File: src/elkv_pkg.sv
// ----------------------------------------------------------------------------
// elkv_pkg
// Shared constants, types and helper functions for the entity lump parser.
// ----------------------------------------------------------------------------
package elkv_pkg;

  localparam int ADDR_BITS = 20;
  localparam int MAX_ENTS  = 8192;
  localparam int MAX_PROPS = 64;

  localparam int POS_W  = ADDR_BITS + 1;
  localparam int ENT_W  = $clog2(MAX_ENTS + 1);
  localparam int PROP_W = $clog2(MAX_PROPS + 1);

  localparam int BYTE_W     = 8;
  localparam int CODE_W     = 4;
  localparam int OFS_W      = 20;
  localparam int ENT_IDX_W  = 13;
  localparam int PROP_IDX_W = 6;
  localparam int MATCH_W    = 4;

  localparam logic [MATCH_W-1:0] CLS_LEN = MATCH_W'(9);

  localparam logic [BYTE_W-1:0] CH_NUL    = 8'h00;
  localparam logic [BYTE_W-1:0] CH_LBRACE = 8'h7b;
  localparam logic [BYTE_W-1:0] CH_RBRACE = 8'h7d;
  localparam logic [BYTE_W-1:0] CH_QUOTE  = 8'h22;

  localparam logic [CODE_W-1:0] EV_PROPERTY   = 4'd0;
  localparam logic [CODE_W-1:0] EV_CLASSNAME  = 4'd1;
  localparam logic [CODE_W-1:0] EV_ENT_CLOSED = 4'd2;
  localparam logic [CODE_W-1:0] EV_CLEAN_END  = 4'd3;
  localparam logic [CODE_W-1:0] EV_UNEXP_END  = 4'd4;
  localparam logic [CODE_W-1:0] EV_BAD_TOKEN  = 4'd5;
  localparam logic [CODE_W-1:0] EV_NO_VALUE   = 4'd6;
  localparam logic [CODE_W-1:0] EV_ENT_LIMIT  = 4'd7;
  localparam logic [CODE_W-1:0] EV_PROP_FULL  = 4'd8;
  localparam logic [CODE_W-1:0] EV_TOO_LONG   = 4'd9;

  typedef enum logic [2:0] {
    PH_START    = 3'd0,
    PH_FIRSTQ   = 3'd1,
    PH_BODY     = 3'd2,
    PH_KEY      = 3'd3,
    PH_AFTERKEY = 3'd4,
    PH_VALUE    = 3'd5,
    PH_HALT     = 3'd6
  } phase_t;

  function automatic logic is_ws(input logic [BYTE_W-1:0] c);
    return (c == 8'd32) || (c == 8'd9) || (c == 8'd10) || (c == 8'd13) ||
           (c == 8'd11) || (c == 8'd12);
  endfunction

  function automatic logic [BYTE_W-1:0] to_lower(input logic [BYTE_W-1:0] c);
    return ((c >= 8'h41) && (c <= 8'h5a)) ? c + 8'd32 : c;
  endfunction

  function automatic logic [BYTE_W-1:0] cls_char(input logic [MATCH_W-1:0] idx);
    logic [BYTE_W-1:0] ch;
    unique case (idx)
      4'd0:    ch = 8'h63; // c
      4'd1:    ch = 8'h6c; // l
      4'd2:    ch = 8'h61; // a
      4'd3:    ch = 8'h73; // s
      4'd4:    ch = 8'h73; // s
      4'd5:    ch = 8'h6e; // n
      4'd6:    ch = 8'h61; // a
      4'd7:    ch = 8'h6d; // m
      4'd8:    ch = 8'h65; // e
      default: ch = 8'h00;
    endcase
    return ch;
  endfunction

endpackage

File: src/entity_lump_kv_parser_core.sv
// ----------------------------------------------------------------------------
// entity_lump_kv_parser_core
// Byte-serial entity lump scanner: emits key/value offsets and lengths,
// entity close, clean end and error events.
// ----------------------------------------------------------------------------
// Pipeline: each input beat passes the input register, then the parse
//   logic into the result register.
// Throughput: 1 byte per cycle while out_ready is high; the parse state
//   registers feed back to themselves through combinational logic only.
// Reset: rst_n synchronous, active low; returns to entity start, position 0,
//   ignore_case set. After any error or clean end, bytes are consumed
//   silently until reset.
module entity_lump_kv_parser_core
  import elkv_pkg::*;
(
  input  logic                   clk,
  input  logic                   rst_n,

  input  logic                   cfg_wr_en,
  input  logic                   cfg_wr_data,

  input  logic                   in_valid,
  output logic                   in_ready,
  input  logic [BYTE_W-1:0]      in_lump_byte,

  output logic                   out_valid,
  input  logic                   out_ready,
  output logic [CODE_W-1:0]      out_event_code,
  output logic [OFS_W-1:0]       out_key_start,
  output logic [OFS_W-1:0]       out_key_length,
  output logic [OFS_W-1:0]       out_value_start,
  output logic [OFS_W-1:0]       out_value_length,
  output logic [ENT_IDX_W-1:0]   out_entity_index,
  output logic [PROP_IDX_W-1:0]  out_property_index
);

  logic                  ignore_case_r;

  logic                  s1_valid_r;
  logic [BYTE_W-1:0]     s1_byte_r;
  logic                  s1_go;

  phase_t                phase_r, phase_nxt;
  logic [POS_W-1:0]      pos_r, pos_nxt;
  logic [ADDR_BITS-1:0]  key_ofs_r, key_ofs_nxt;
  logic [ADDR_BITS-1:0]  key_len_r, key_len_nxt;
  logic [ADDR_BITS-1:0]  val_ofs_r, val_ofs_nxt;
  logic [MATCH_W-1:0]    match_r, match_nxt;
  logic                  alive_r, alive_nxt;
  logic                  cls_seen_r, cls_seen_nxt;
  logic [PROP_W-1:0]     props_r, props_nxt;
  logic [ENT_W-1:0]      ents_r, ents_nxt;

  logic                  emit;
  logic [CODE_W-1:0]     ev_code;
  logic [OFS_W-1:0]      ev_ks, ev_kl, ev_vs, ev_vl;
  logic [PROP_IDX_W-1:0] ev_pidx;

  logic [BYTE_W-1:0]     b;
  logic [ADDR_BITS-1:0]  pos_lo;
  logic [ADDR_BITS-1:0]  pos_inc;
  logic [BYTE_W-1:0]     got;

  logic                  out_valid_r;
  logic [CODE_W-1:0]     out_code_r;
  logic [OFS_W-1:0]      out_ks_r, out_kl_r, out_vs_r, out_vl_r;
  logic [ENT_IDX_W-1:0]  out_eidx_r;
  logic [PROP_IDX_W-1:0] out_pidx_r;

  assign s1_go    = !out_valid_r || out_ready;
  assign in_ready = !s1_valid_r || s1_go;

  always_ff @(posedge clk) begin
    if (!rst_n) begin
      ignore_case_r <= 1'b1;
    end else if (cfg_wr_en) begin
      ignore_case_r <= cfg_wr_data;
    end
  end

  always_ff @(posedge clk) begin
    if (!rst_n) begin
      s1_valid_r <= 1'b0;
    end else if (in_ready) begin
      s1_valid_r <= in_valid;
    end
  end

  always_ff @(posedge clk) begin
    if (in_valid && in_ready) begin
      s1_byte_r <= in_lump_byte;
    end
  end

  assign b       = s1_byte_r;
  assign pos_lo  = pos_r[ADDR_BITS-1:0];
  assign pos_inc = pos_lo + ADDR_BITS'(1);
  assign got     = ignore_case_r ? to_lower(b) : b;

  always_comb begin
    phase_nxt    = phase_r;
    pos_nxt      = pos_r;
    key_ofs_nxt  = key_ofs_r;
    key_len_nxt  = key_len_r;
    val_ofs_nxt  = val_ofs_r;
    match_nxt    = match_r;
    alive_nxt    = alive_r;
    cls_seen_nxt = cls_seen_r;
    props_nxt    = props_r;
    ents_nxt     = ents_r;
    emit         = 1'b0;
    ev_code      = EV_PROPERTY;
    ev_ks        = '0;
    ev_kl        = '0;
    ev_vs        = '0;
    ev_vl        = '0;
    ev_pidx      = '0;

    if (phase_r != PH_HALT) begin
      if (pos_r[ADDR_BITS]) begin
        emit      = 1'b1;
        ev_code   = EV_TOO_LONG;
        phase_nxt = PH_HALT;
      end else begin
        pos_nxt = pos_r + POS_W'(1);
        unique case (phase_r)
          PH_START: begin
            if (b == CH_NUL) begin
              emit      = 1'b1;
              ev_code   = EV_CLEAN_END;
              phase_nxt = PH_HALT;
            end else if (is_ws(b)) begin
              phase_nxt = PH_START;
            end else if (b == CH_LBRACE || b == CH_RBRACE) begin
              phase_nxt = PH_BODY;
            end else if (b == CH_QUOTE) begin
              phase_nxt = PH_FIRSTQ;
            end else begin
              emit      = 1'b1;
              ev_code   = EV_BAD_TOKEN;
              phase_nxt = PH_HALT;
            end
          end
          PH_FIRSTQ: begin
            if (b == CH_NUL) begin
              emit      = 1'b1;
              ev_code   = EV_CLEAN_END;
              phase_nxt = PH_HALT;
            end else if (b == CH_QUOTE) begin
              phase_nxt = PH_BODY;
            end
          end
          PH_BODY: begin
            if (b == CH_NUL) begin
              emit      = 1'b1;
              ev_code   = EV_UNEXP_END;
              phase_nxt = PH_HALT;
            end else if (is_ws(b) || b == CH_LBRACE) begin
              phase_nxt = PH_BODY;
            end else if (b == CH_RBRACE) begin
              emit = 1'b1;
              if (ents_r >= ENT_W'(MAX_ENTS)) begin
                ev_code   = EV_ENT_LIMIT;
                phase_nxt = PH_HALT;
              end else begin
                ev_code      = EV_ENT_CLOSED;
                ents_nxt     = ents_r + ENT_W'(1);
                phase_nxt    = PH_START;
                cls_seen_nxt = 1'b0;
                props_nxt    = '0;
              end
            end else if (b == CH_QUOTE) begin
              key_ofs_nxt = pos_inc;
              match_nxt   = '0;
              alive_nxt   = 1'b1;
              phase_nxt   = PH_KEY;
            end else begin
              emit      = 1'b1;
              ev_code   = EV_BAD_TOKEN;
              phase_nxt = PH_HALT;
            end
          end
          PH_KEY: begin
            if (b == CH_NUL) begin
              emit      = 1'b1;
              ev_code   = EV_UNEXP_END;
              phase_nxt = PH_HALT;
            end else if (b == CH_QUOTE) begin
              key_len_nxt = pos_lo - key_ofs_r;
              phase_nxt   = PH_AFTERKEY;
            end else if (alive_r && match_r < CLS_LEN) begin
              if (got == cls_char(match_r)) begin
                match_nxt = match_r + MATCH_W'(1);
              end else begin
                alive_nxt = 1'b0;
              end
            end else begin
              alive_nxt = 1'b0;
            end
          end
          PH_AFTERKEY: begin
            if (is_ws(b)) begin
              phase_nxt = PH_AFTERKEY;
            end else if (b == CH_QUOTE) begin
              val_ofs_nxt = pos_inc;
              phase_nxt   = PH_VALUE;
            end else begin
              emit      = 1'b1;
              ev_code   = EV_NO_VALUE;
              phase_nxt = PH_HALT;
            end
          end
          PH_VALUE: begin
            if (b == CH_NUL) begin
              emit      = 1'b1;
              ev_code   = EV_NO_VALUE;
              phase_nxt = PH_HALT;
            end else if (b == CH_QUOTE) begin
              phase_nxt = PH_BODY;
              ev_ks     = key_ofs_r;
              ev_kl     = key_len_r;
              ev_vs     = val_ofs_r;
              ev_vl     = pos_lo - val_ofs_r;
              if (alive_r && match_r == CLS_LEN) begin
                if (!cls_seen_r) begin
                  cls_seen_nxt = 1'b1;
                  emit         = 1'b1;
                  ev_code      = EV_CLASSNAME;
                end
              end else if (props_r >= PROP_W'(MAX_PROPS)) begin
                emit      = 1'b1;
                ev_code   = EV_PROP_FULL;
                phase_nxt = PH_HALT;
                ev_ks     = '0;
                ev_kl     = '0;
                ev_vs     = '0;
                ev_vl     = '0;
              end else begin
                emit      = 1'b1;
                ev_code   = EV_PROPERTY;
                ev_pidx   = props_r[PROP_IDX_W-1:0];
                props_nxt = props_r + PROP_W'(1);
              end
            end
          end
          default: begin
            phase_nxt = PH_HALT;
          end
        endcase
      end
    end
  end

  always_ff @(posedge clk) begin
    if (!rst_n) begin
      phase_r    <= PH_START;
      pos_r      <= '0;
      key_ofs_r  <= '0;
      key_len_r  <= '0;
      val_ofs_r  <= '0;
      match_r    <= '0;
      alive_r    <= 1'b1;
      cls_seen_r <= 1'b0;
      props_r    <= '0;
      ents_r     <= '0;
    end else if (s1_valid_r && s1_go) begin
      phase_r    <= phase_nxt;
      pos_r      <= pos_nxt;
      key_ofs_r  <= key_ofs_nxt;
      key_len_r  <= key_len_nxt;
      val_ofs_r  <= val_ofs_nxt;
      match_r    <= match_nxt;
      alive_r    <= alive_nxt;
      cls_seen_r <= cls_seen_nxt;
      props_r    <= props_nxt;
      ents_r     <= ents_nxt;
    end
  end

  // result register: loads a new beat, or drops the old one once taken
  always_ff @(posedge clk) begin
    if (!rst_n) begin
      out_valid_r <= 1'b0;
    end else if (s1_valid_r && s1_go && emit) begin
      out_valid_r <= 1'b1;
    end else if (out_ready) begin
      out_valid_r <= 1'b0;
    end
  end

  always_ff @(posedge clk) begin
    if (s1_valid_r && s1_go && emit) begin
      out_code_r <= ev_code;
      out_ks_r   <= ev_ks;
      out_kl_r   <= ev_kl;
      out_vs_r   <= ev_vs;
      out_vl_r   <= ev_vl;
      out_eidx_r <= ents_r[ENT_IDX_W-1:0];
      out_pidx_r <= ev_pidx;
    end
  end

  assign out_valid          = out_valid_r;
  assign out_event_code     = out_code_r;
  assign out_key_start      = out_ks_r;
  assign out_key_length     = out_kl_r;
  assign out_value_start    = out_vs_r;
  assign out_value_length   = out_vl_r;
  assign out_entity_index   = out_eidx_r;
  assign out_property_index = out_pidx_r;

  a_halt_sticky: assert property (@(posedge clk) disable iff (!rst_n)
    phase_r == PH_HALT |=> phase_r == PH_HALT)
    else $error("parser left halt without reset");

  a_error_halts: assert property (@(posedge clk) disable iff (!rst_n)
    out_valid_r && (out_code_r >= EV_CLEAN_END) |-> phase_r == PH_HALT)
    else $error("terminal event without halt");

  a_props_bound: assert property (@(posedge clk) disable iff (!rst_n)
    props_r <= PROP_W'(MAX_PROPS))
    else $error("property count beyond table size");

  a_ents_bound: assert property (@(posedge clk) disable iff (!rst_n)
    ents_r <= ENT_W'(MAX_ENTS))
    else $error("entity count beyond limit");

endmodule

File: config.mk
export PLATFORM = sky130hd
export DESIGN_NAME = entity_lump_kv_parser_core
export DESIGN_NICKNAME = d
export VERILOG_FILES = /design/src/elkv_pkg.sv /design/src/entity_lump_kv_parser_core.sv
export SDC_FILE = /design/constraint.sdc
export NUM_CORES = 1
export LEC_CHECK = 0
export ABC_CLOCK_PERIOD_IN_PS = 7700
export BUFFER_PORTS_ARGS = -buffer_cell sky130_fd_sc_hd__buf_4
export CORE_ASPECT_RATIO = 1.1
export CORE_MARGIN = 2
export CORE_UTILIZATION = 45
export CTS_CLUSTER_DIAMETER = 30
export DETAILED_ROUTE_END_ITERATION = 10
export HOLD_SLACK_MARGIN = 0.12
export PLACE_DENSITY = 0.72
export SYNTH_ARGS = -nofsm -noshare
export SYNTH_HDL_FRONTEND = slang
export SYNTH_SLANG_ARGS = --single-unit
File: constraint.sdc
create_clock -name clk -period 7.7 [get_ports clk]
set_clock_uncertainty 0.2 [all_clocks]
set_input_delay 0 -clock clk [delete_from_list [all_inputs] [get_ports clk]]
set_output_delay 0 -clock clk [all_outputs]
set_load 0.1 [all_outputs]
# Word-level counts from Yosys, hierarchy flattened
# Memories as Yosys holds them, arrays and structs flattened. A register that Yosys moved wholly into a read port is not among the register bits.
# Index checks and enable logic that the tools add are counted.
# Widths: inputs -> output; s select.
[word_totals] reg_bits=225 rom_bits=112 inputBits=14 out_inout_bits=105 word_cells=231 n_memories=1
[memory_table] memory="(name not given)" depth=16 width=7 read_ports=1 rd_clocked_by_memory_dff=1 write_ports=0 line="elkv_pkg.sv:61" source="unique case (idx)"
[classes] n_addsub=8 order_cmp=5 eq_ne=36 muxes=112 bitwise_logic=9 reduce_logical=37
[op_table] cell="$mux 20" count=8
[op_table] cell="$mux 3" count=26
[op_table] cell="$mux 4" count=18
[op_table] cell="$mux 8" count=8
[op_table] cell="$mux 7" count=8
[op_table] cell="$eq 8x4->1 const B" count=5
[op_table] cell="$sub 20x20->20" count=2
[op_table] cell="$mux 1" count=33
[op_table] cell="$ne 2x2->1 const B" count=15
[op_table] cell="$pmux 4 s6" count=1
[op_table] cell="$reduce_and 12->1" count=2
[op_table] cell="$reduce_and 11->1" count=2
[op_table] cell="$add 21x1->21 const B" count=1
[op_table] cell="$mux 21" count=1
[op_table] cell="$add 20x1->20 const B" count=1
[op_table] cell="$pmux 3 s6" count=1
[op_table] cell="$eq 8x6->1 const B" count=2
[op_table] cell="$eq 8x7->1 const B" count=2
[op_table] cell="$reduce_and 8->1" count=2
[op_table] cell="$add 14x1->14 const B" count=1
[op_table] cell="$ge 14x14->1 const B" count=1
[op_table] cell="$pmux 7 s2" count=1
[op_table] cell="$ne 4x4->1 const B" count=3
[op_table] cell="$reduce_and 6->1" count=2
[op_table] cell="30 further kinds" count=61

# Depth between registers and ports, before layout
# Gate-level depths: netlist of the first run.
[depth] depth_word=16 ltp_mapped=14

# Worst setup path after synthesis of the first run
# Ideal clock, no wire load.
[synth_path] kind="register -> register" startpoint="reg s1_byte_r[2], in the netlist b[2]" endpoint="reg out_eidx_r[0], in the netlist out_entity_index[0] (enable)" arrival_ns=7.078 slack_ns=-0.206 path_stages_with_launch=8 path_buffers=1 path_cell_list="edfxtp_1 > buf_2 > nor2_1 > and3b_1 > o21a_1 > nor3_1 > nand2_1 > a31oi_1"
[synth_between] elab_chain_cells=13 elab_cells_between_ends=32
[synth_lines] item="from (decl)" line="entity_lump_kv_parser_core.sv:40" source="logic [BYTE_W-1:0] s1_byte_r;"
[synth_lines] item="from (signal assigned)" line="entity_lump_kv_parser_core.sv:91" source="s1_byte_r <= in_lump_byte;"
[synth_lines] item="$eq 8x6->1 or $eq 8x4->1 (tied branches)" line="elkv_pkg.sv:51" source="return (c == 8'd32) || (c == 8'd9) || (c == 8'd10) || (c == 8'd13) ||"
[synth_lines] item="$logic_or 1x1->1 (4 in series)" line="elkv_pkg.sv:51"
[synth_lines] item="$logic_or 1x1->1" line="elkv_pkg.sv:52" source="(c == 8'd11) || (c == 8'd12);"
[synth_lines] item="$logic_or 1x1->1" line="entity_lump_kv_parser_core.sv:158" source="end else if (is_ws(b) || b == CH_LBRACE) begin"
[synth_lines] item="$mux 1" line="entity_lump_kv_parser_core.sv:158"
[synth_lines] item="$mux 1" line="entity_lump_kv_parser_core.sv:154" source="if (b == CH_NUL) begin"
[synth_lines] item="$pmux 1 s5 (*)" line="entity_lump_kv_parser_core.sv:126" source="unique case (phase_r)"
[synth_lines] item="$mux 1 (*)" line="entity_lump_kv_parser_core.sv:120" source="if (pos_r[ADDR_BITS]) begin"
[synth_lines] item="$mux 1 (*)" line="entity_lump_kv_parser_core.sv:119" source="if (phase_r != PH_HALT) begin"
[synth_lines] item="$logic_and 1x1->1 (*)" line="entity_lump_kv_parser_core.sv:292" source="if (s1_valid_r && s1_go && emit) begin"
[synth_lines] item="to (signal assigned)" line="entity_lump_kv_parser_core.sv:298" source="out_eidx_r <= ents_r[ENT_IDX_W-1:0];"
[synth_lines] item="to (decl)" line="entity_lump_kv_parser_core.sv:67" source="logic [ENT_IDX_W-1:0] out_eidx_r;"
# Every way passes the cells marked *; elsewhere a longest branch is shown, timed or not.
# A chain may end at the register's enable or synchronous reset.

# Final worst setup path of the first run
[layout_path] startpoint="reg phase_r[1]" endpoint="reg out_valid_r, in the netlist out_valid"
[layout_between] elab_chain_cells=7 elab_cells_between_ends=14
[layout_lines] item="from (decl)" line="entity_lump_kv_parser_core.sv:43" source="phase_t phase_r, phase_nxt;"
[layout_lines] item="from (signal assigned)" line="entity_lump_kv_parser_core.sv:267" source="phase_r <= phase_nxt;"
[layout_lines] item="$eq 3x2->1 or $eq 3x1->1 (tied branches)" line="entity_lump_kv_parser_core.sv:126"
[layout_lines] item="$reduce_or 2->1 (no line)"
[layout_lines] item="$pmux 1 s5" line="entity_lump_kv_parser_core.sv:126"
[layout_lines] item="$mux 1" line="entity_lump_kv_parser_core.sv:120"
[layout_lines] item="$mux 1 (*)" line="entity_lump_kv_parser_core.sv:119"
[layout_lines] item="$logic_and 1x1->1 (*)" line="entity_lump_kv_parser_core.sv:284" source="end else if (s1_valid_r && s1_go && emit) begin"
[layout_lines] item="$mux 1 or $reduce_bool 2->1 (tied branches)"
[layout_lines] item="to (signal assigned)" line="entity_lump_kv_parser_core.sv:283" source="out_valid_r <= 1'b0;"
[layout_lines] item="to (signal assigned)" line="entity_lump_kv_parser_core.sv:285" source="out_valid_r <= 1'b1;"
[layout_lines] item="to (signal assigned)" line="entity_lump_kv_parser_core.sv:287" source="out_valid_r <= 1'b0;"
[layout_lines] item="to (decl)" line="entity_lump_kv_parser_core.sv:64" source="logic out_valid_r;"
# Marks and branches as above.

==> impl_metrics.toml, run 1 <==
[power_and_ir_drop]
switching_share_pct = 27.41
seq_power_share_pct = 37.9
power_density_nw_per_um2 = 247.1
internal_power_mw = 2.581
peakVddDrop_v = 0.0001682
switching_power_mw = 0.9747
leakage_nw = 5.498
power_frac_clock_pct = 51.3
combPwrFrac_pct = 10.7
power.total_mw = 3.556

[clock_tree]
cts_root_buffer = "clkbuf_16"
clock-sinks = 231
cts_made_buffers = 42
cts_tree = "yes"
cts-resized-gates = 0
cts_setup_buffers = 0
cts_max_level = 2
clock_path_buffers = 3
clock_latency_ps = 530
clk_pin_slew_ps = 50
holdBufCountCts = 27

[worst_setup_path]
crit_fanout = 38
critPathSlowestCell = "dfxtp_1"
worstPathArrival_ps = 4120
path_cells = "nand2b_1 -> nor2_1 -> o41ai_1 -> or3_1 -> and3b_1 -> a31oi_4 -> buf_4 -> o21a_1 -> dlygate4sd3_1"
end_kind = "register"
cp_data_required_time_ps = 7960
crit_type = "reg2reg"
r2r_cells = 9
slowest_delay_ps = 720
worstSetupStartpointType = "register"

[place]
gp_congestion = 0.8782
portBuffers = 118
dp_hpwl_mm = 18.31
place_ws_ps = 4057
place_inst = 1573

[timing]
layout_setup_ws_ps = 3834
setup_viol = 0
fin_crit_sh_pct = 50.21
max_slew.worst_pin.slew_ps = 1081
hold_viol_final = 0
rsz0062_at_grt = "no"
slew_viol_final = 0
fmax_mhz = 258.6
whs_ps = 244.5
relSlewSlack_pct = 27.00
fin_tns_setup_ps = 0
min_period_ps = 3866

[synth]
synth_cells = 1177
yosys_warnings = 0
synth_ff_type = "dfxtp_1"
syn_nets = 1243
synth_seq_cells = 231
synth_area_um2 = 11520
ys_types = 72
avgSynthCellArea_um2 = 9.784
yosysSeqAreaShare_pct = 49.80
synth-async-reset-ratio_pct = 0
synth_edf_count = 111

[floorplan]
design.core.area_um2 = 25190
dieWidth_um = 156.5
rows = 61
die_area_um2 = 26890
die_h_um = 171.8
io_pins = 119
initial_core_util_pct = 45.72

[hold_path]
min_path_type = "reg2reg"
whs_path_depth = 0

[grt]
grt_pass1_vias = 8843
grt_start_max_net_pins = 114
grt_usage_pct = 19.92
grt.overflow.total = 0
grt_pass1_wl_mm = 43.16
antenna_found_initial = 0

[final_layout]
syn_to_final_growth_pct = 24.93
final_cells = 1678
antenna_cells = 0
finalNetCount = 1395
final_layout_size_suffix_gt1_share_pct = 15.99

[outcome]
status = "completed"

[drt]
drt-pass1-iter-count = 5
wire_per_inst_um = 16.01
ant_nets = 0
drt_iter0_drc = 548
num_vias = 8901
drc_errors = 0
drt_wl_total_mm = 26.87
via_per_inst = 5.305

[flow_run]
max_cap_viol_count = 0
[cell usage after synthesis (12+ instances only)]
library cell / count / area (um^2)
a21boi_0: 18 / 135.1
a21oi_1: 41 / 205.2
and2_1: 75 / 469.2
and3_1: 43 / 269.0
clkbuf_1: 39 / 146.4
dfxtp_1: 120 / 2402
edfxtp_1: 111 / 3333
ha_1: 50 / 625.6
inv_1: 61 / 229.0
mux2i_1: 15 / 150.1
nand2_1: 124 / 465.5
nand2b_1: 13 / 81.33
nand3_1: 23 / 115.1
nand4_1: 12 / 75.07
nor2_1: 99 / 371.6
nor2b_1: 22 / 137.6
nor3_1: 22 / 110.1
o21a_1: 18 / 135.1
o21ai_0: 64 / 320.3
or3_1: 14 / 87.58
xnor2_1: 48 / 420.4
xor2_1: 30 / 262.8
[sequential cells by signal, summed over array words and instances, names as in the netlist, 7 cells and up, named ones only]
| register | count |
|---|---|
| out_value_start | 20 |
| out_key_start | 20 |
| out_entity_index | 13 |
| out_key_length | 20 |
| b | 8 |
| val_ofs_r | 20 |
| props_r | 7 |
| out_value_length | 20 |
| pos_r | 21 |
| key_len_r | 20 |
| ents_r | 14 |
| key_ofs_r | 20 |
[metal layers]
| metal | wire (um) | global-route usage [%] |
|---|---|---|
| met5 | 0 | 0 |
| met1 | 11470 | 23.55 |
| met4 | 670 | 7.459 |
| met2 | 13740 | 36.37 |
| met3 | 986 | 3.099 |
[stage by stage]
stage	utilization (%)	instance area (um^2)
after detailed placement	50.39	12690
after floorplan	-	11520
after CTS	57.12	14390
after global placement	50.39	12690
final	57.12	14390
after global routing	57.12	14390
[path summary, 6_finish.rpt]
| path | start | to | slack [ps] |
|---|---|---|---|
| max reg2reg | phase_r[1]$_SDFFE_PN0P_ | out_valid$_SDFFE_PN0P_ | 3830 |
| max | phase_r[1]$_SDFFE_PN0P_ | out_valid$_SDFFE_PN0P_ | 3830 |
| min | ents_r[12]$_SDFFE_PN0P_ | out_entity_index[12]$_DFFE_PP_ | 240 |
| min reg2reg | ents_r[12]$_SDFFE_PN0P_ | out_entity_index[12]$_DFFE_PP_ | 240 |
[cells by family after synthesis]
kind of cell | synth area share (%)
AOI/OAI and AO/OA | 12.02
DFF | 49.80
adders and majority gates | 5.780
muxes | 1.304
buffers and inverters | 3.564
and+or+nand+nor | 21.60
xor gates and xnor gates | 5.932
[worst max-delay path: cells and delay by family, from the launching register on]
family,cells,cell delay [ps]
simple gates,4,1280
flops,1,720
compound gates,3,580
buf+inv,2,980
[power groups by stage]
| stage | Combinational [mW] | Sequential [mW] | Clock, mW |
|---|---|---|---|
| floorplan | 0.0668 | 1.60 | 0 |
| global placement | 0.369 | 1.37 | 0 |
| detailed placement | 0.370 | 1.37 | 0 |
| CTS | 0.382 | 1.35 | 1.85 |
| global route | 0.393 | 1.35 | 1.91 |
| finish | 0.381 | 1.35 | 1.83 |
[cell usage in the layout, fill, tap and decap left out, types with 5 or more instances in the layout]
| master | Yosys | final |
|---|---|---|
| o21a_1 | 18 | 18 |
| or2_2 | 5 | 5 |
| and2_1 | 75 | 75 |
| and3_1 | 43 | 43 |
| a31oi_1 | 9 | 8 |
| o21ai_0 | 64 | 64 |
| edfxtp_1 | 111 | 111 |
| mux2i_1 | 15 | 15 |
| dlygate4sd3_1 | 0 | 27 |
| o31ai_1 | 6 | 6 |
| nand4_1 | 12 | 12 |
| or3_1 | 14 | 14 |
| a21oi_1 | 41 | 41 |
| nor2_1 | 99 | 99 |
| ha_1 | 50 | 50 |
| xnor2_1 | 48 | 48 |
| nand2b_1 | 13 | 13 |
| a21o_1 | 8 | 8 |
| nand2_1 | 124 | 123 |
| nand3_1 | 23 | 23 |
| clkinvlp_4 | 0 | 7 |
| dfxtp_1 | 120 | 120 |
| o211ai_1 | 7 | 7 |
| nor2b_1 | 22 | 22 |
| a21boi_0 | 18 | 18 |
| buf_4 | 2 | 126 |
| xor2_1 | 30 | 30 |
| inv_1 | 61 | 61 |
| nor3_1 | 22 | 22 |
| clkbuf_16 | 0 | 43 |
| clkinv_4 | 0 | 5 |
| nor4_1 | 10 | 10 |
| inv_6 | 0 | 5 |
[layout make-up]
type | count | area, um^2
Timing Repair Buffer | 153 | 1216
Fill cell | 2151 | 10800
Clock inverter | 31 | 334.1
Clock buffer | 47 | 1091
Tap cell | 315 | 394.1
Sequential cell | 231 | 5736
Multi-Input combinational cell | 840 | 5388
Inverter | 61 | 229.0
(Power assumes the default switching activity.)
==> run 2: changes to the inputs <==
--- a/config.mk
+++ b/config.mk
@@ -5,7 +5,7 @@
 export SDC_FILE = /design/constraint.sdc
 export NUM_CORES = 1
 export LEC_CHECK = 0
-export ABC_CLOCK_PERIOD_IN_PS = 7700
+export ABC_CLOCK_PERIOD_IN_PS = 4000
 export BUFFER_PORTS_ARGS = -buffer_cell sky130_fd_sc_hd__buf_4
 export CORE_ASPECT_RATIO = 1.1
 export CORE_MARGIN = 2
@@ -13,7 +13,7 @@
 export CTS_CLUSTER_DIAMETER = 30
 export DETAILED_ROUTE_END_ITERATION = 10
 export HOLD_SLACK_MARGIN = 0.12
-export PLACE_DENSITY = 0.72
+export PLACE_DENSITY = 0.7
 export SYNTH_ARGS = -nofsm -noshare
 export SYNTH_HDL_FRONTEND = slang
 export SYNTH_SLANG_ARGS = --single-unit
==> constraint.sdc (replaced) <==
create_clock -name clk -period 4 [get_ports clk]
set_clock_uncertainty 0.2 [all_clocks]
set_input_delay 0 -clock clk [delete_from_list [all_inputs] [get_ports clk]]
set_output_delay 0 -clock clk [all_outputs]
set_load 0.1 [all_outputs]
==> run 2 against run 1 <==
Net effect: wire length grew 0.44%; global-route usage is essentially flat; critical path type unchanged; sequential share of layout area shrank 0.43 points; total power grew 96%; first-iteration DRC count grew 5.7%; combinational power grew 95%; largest cell class unchanged; flip-flop and latch count is the same; sequential power grew 92%; via count grew 1.6%; highest routed layer unchanged.
==> impl_metrics.toml, run 2 (same netlist as run 1, synthesis figures left out) <==
[timing]
rsz0062_at_grt = "no"
setup_viol = 0
max_slew.worst_pin.slew_ps = 890.7
slew_viol_final = 0
fin_crit_sh_pct = 90.30
fmax_mhz = 276.9
hold_viol_final = 0
fin_tns_setup_ps = 0
min_period_ps = 3612
relSlewSlack_pct = 40.48

[outcome]
status = "completed"

[worst_setup_path]
crit_buf_inv = 2
path_cells = "inv_1 -> ha_1 -> inv_1 -> fa_1 -> a21oi_1 -> o21ai_0 -> a2111oi_0 -> o31ai_1 -> a41oi_1 -> a21oi_1 -> xnor2_1 -> nor2_1"
worstSetupStartpointType = "register"
crit_type = "reg2reg"
critPathTopFamily = "compound AO/OA/AOI/OAI gates"
end_kind = "register"
cp_data_required_time_ps = 4070
worstPathArrival_ps = 3690
crit_fanout = 7
critPathSlowestCell = "a2111oi_0"
rrSetupSlack_ps = 390
slowest_delay_ps = 700

[grt]
grt_pass1_wl_mm = 42.85
grt.overflow.total = 0
antenna_found_initial = 0
grt_start_max_net_pins = 81
grt_pass1_vias = 8733
grt_usage_pct = 19.92

[clock_tree]
clock_path_buffers = 3
cts_made_buffers = 43
clock-sinks = 231
clk_pin_slew_ps = 50
cts_max_level = 2
cts_tree = "yes"
clock_latency_ps = 520
cts_root_buffer = "clkbuf_16"

[drt]
drt-pass1-iter-count = 6
wire_per_inst_um = 15.97
ant_nets = 0
num_vias = 9039
via_per_inst = 5.349
drt_wl_total_mm = 26.99
drc_errors = 0
drt_iter0_drc = 579

[final_layout]
syn_to_final_growth_pct = 26.30
mostFrequentLayoutCells = "136 x buf_4, 123 x nand2_1, 120 x dfxtp_1"
nFillCells = 2148
final_common_cell = "buf_4"
final_layout_size_suffix_gt1_share_pct = 16.80
top_register = "pos_r"
largest_reg_flops = 21
seqCellArea_um2 = 5736
antenna_cells = 0
finalNetCount = 1406
multi_input_area_um2 = 5403

[power_and_ir_drop]
power.total_mw = 6.964
leakage_nw = 5.579
peakVddDrop_v = 0.0003496
power_density_nw_per_um2 = 478.8

[floorplan]
die_h_um = 171.8
dieWidth_um = 156.5
rows = 61
initial_core_util_pct = 45.72
io_pins = 119
design.core.area_um2 = 25190
die_area_um2 = 26890

[place]
gp_congestion = 0.8563
portBuffers = 118
dp_hpwl_mm = 18.71

[flow_run]
max_cap_viol_count = 0

[hold_path]
min_path_type = "reg2reg"
## run 2: cell count changes in the layout (fill, tap and decap cells not counted), sizes merged
cell	before	now
inv	69	64
bufinv	4	5
buf	126	137
dlygate4sd3	27	26
clkinv	12	13
clkbuf	47	52
## run 2: final timing paths
path,startpoint,to,cells past startpoint
worst max register to register,pos_r[0]$_SDFFE_PN0P_,out_value_length[18]$_SDFFCE_PP0P_,12
worst min register to register,ents_r[12]$_SDFFE_PN0P_,out_entity_index[12]$_DFFE_PP_,0
worst min-delay path,ents_r[12]$_SDFFE_PN0P_,out_entity_index[12]$_DFFE_PP_,0
worst max-delay path,pos_r[0]$_SDFFE_PN0P_,out_value_length[18]$_SDFFCE_PP0P_,12
## run 2: metrics by stage
step / hold slack [ps] / instances / setup WS (ps) / area, um^2 / util [%]
detailed placement: -20.27 / 1584 / 491.3 / 12800 / 50.83
global placement: -21.96 / 1584 / 613.5 / 12800 / 50.83
floorplan: -101.1 / 1177 / -30.94 / 11550 / -
CTS: 233.1 / 1690 / 459.3 / 14550 / 57.75
finish: 230.7 / 1690 / 388.1 / 14550 / 57.75
global route: 240.7 / 1690 / 79.80 / 14550 / 57.75
## run 2: repair_timing
action / 4_1_cts / 5_1_grt
hold buffers: 26 / 0
resized for setup: 0 / 0
hold endpoints to repair: 53 / 0
buffers inserted: 0 / 0
## run 2: metal layers
layer / up-vias / wire, um / global-route usage [%]
li1: 4461 / - / -
met1: 4290 / 11210 / 23.32
met2: 238 / 13810 / 36.39
met3: 50 / 1326 / 3.830
met4: 0 / 641 / 6.861
met5: - / 0 / 0
## run 2: layout make-up
type / instances / area share [%]
clock buffers: 52 / 8.060
clock inverters: 28 / 2.133
inverters: 61 / 1.574
multi-input cells: 840 / 37.14
flip-flops and latches: 231 / 39.43
well taps: 315 / 2.710
repair buffers: 163 / 8.946
## run 2: power breakdown
| group | internal [mW] | leakage, nW | switching [mW] |
|---|---|---|---|
| clock | 2.42 | 0.703 | 1.21 |
| sequential | 2.56 | 1.99 | 0.0358 |
| combinational | 0.152 | 2.89 | 0.590 |
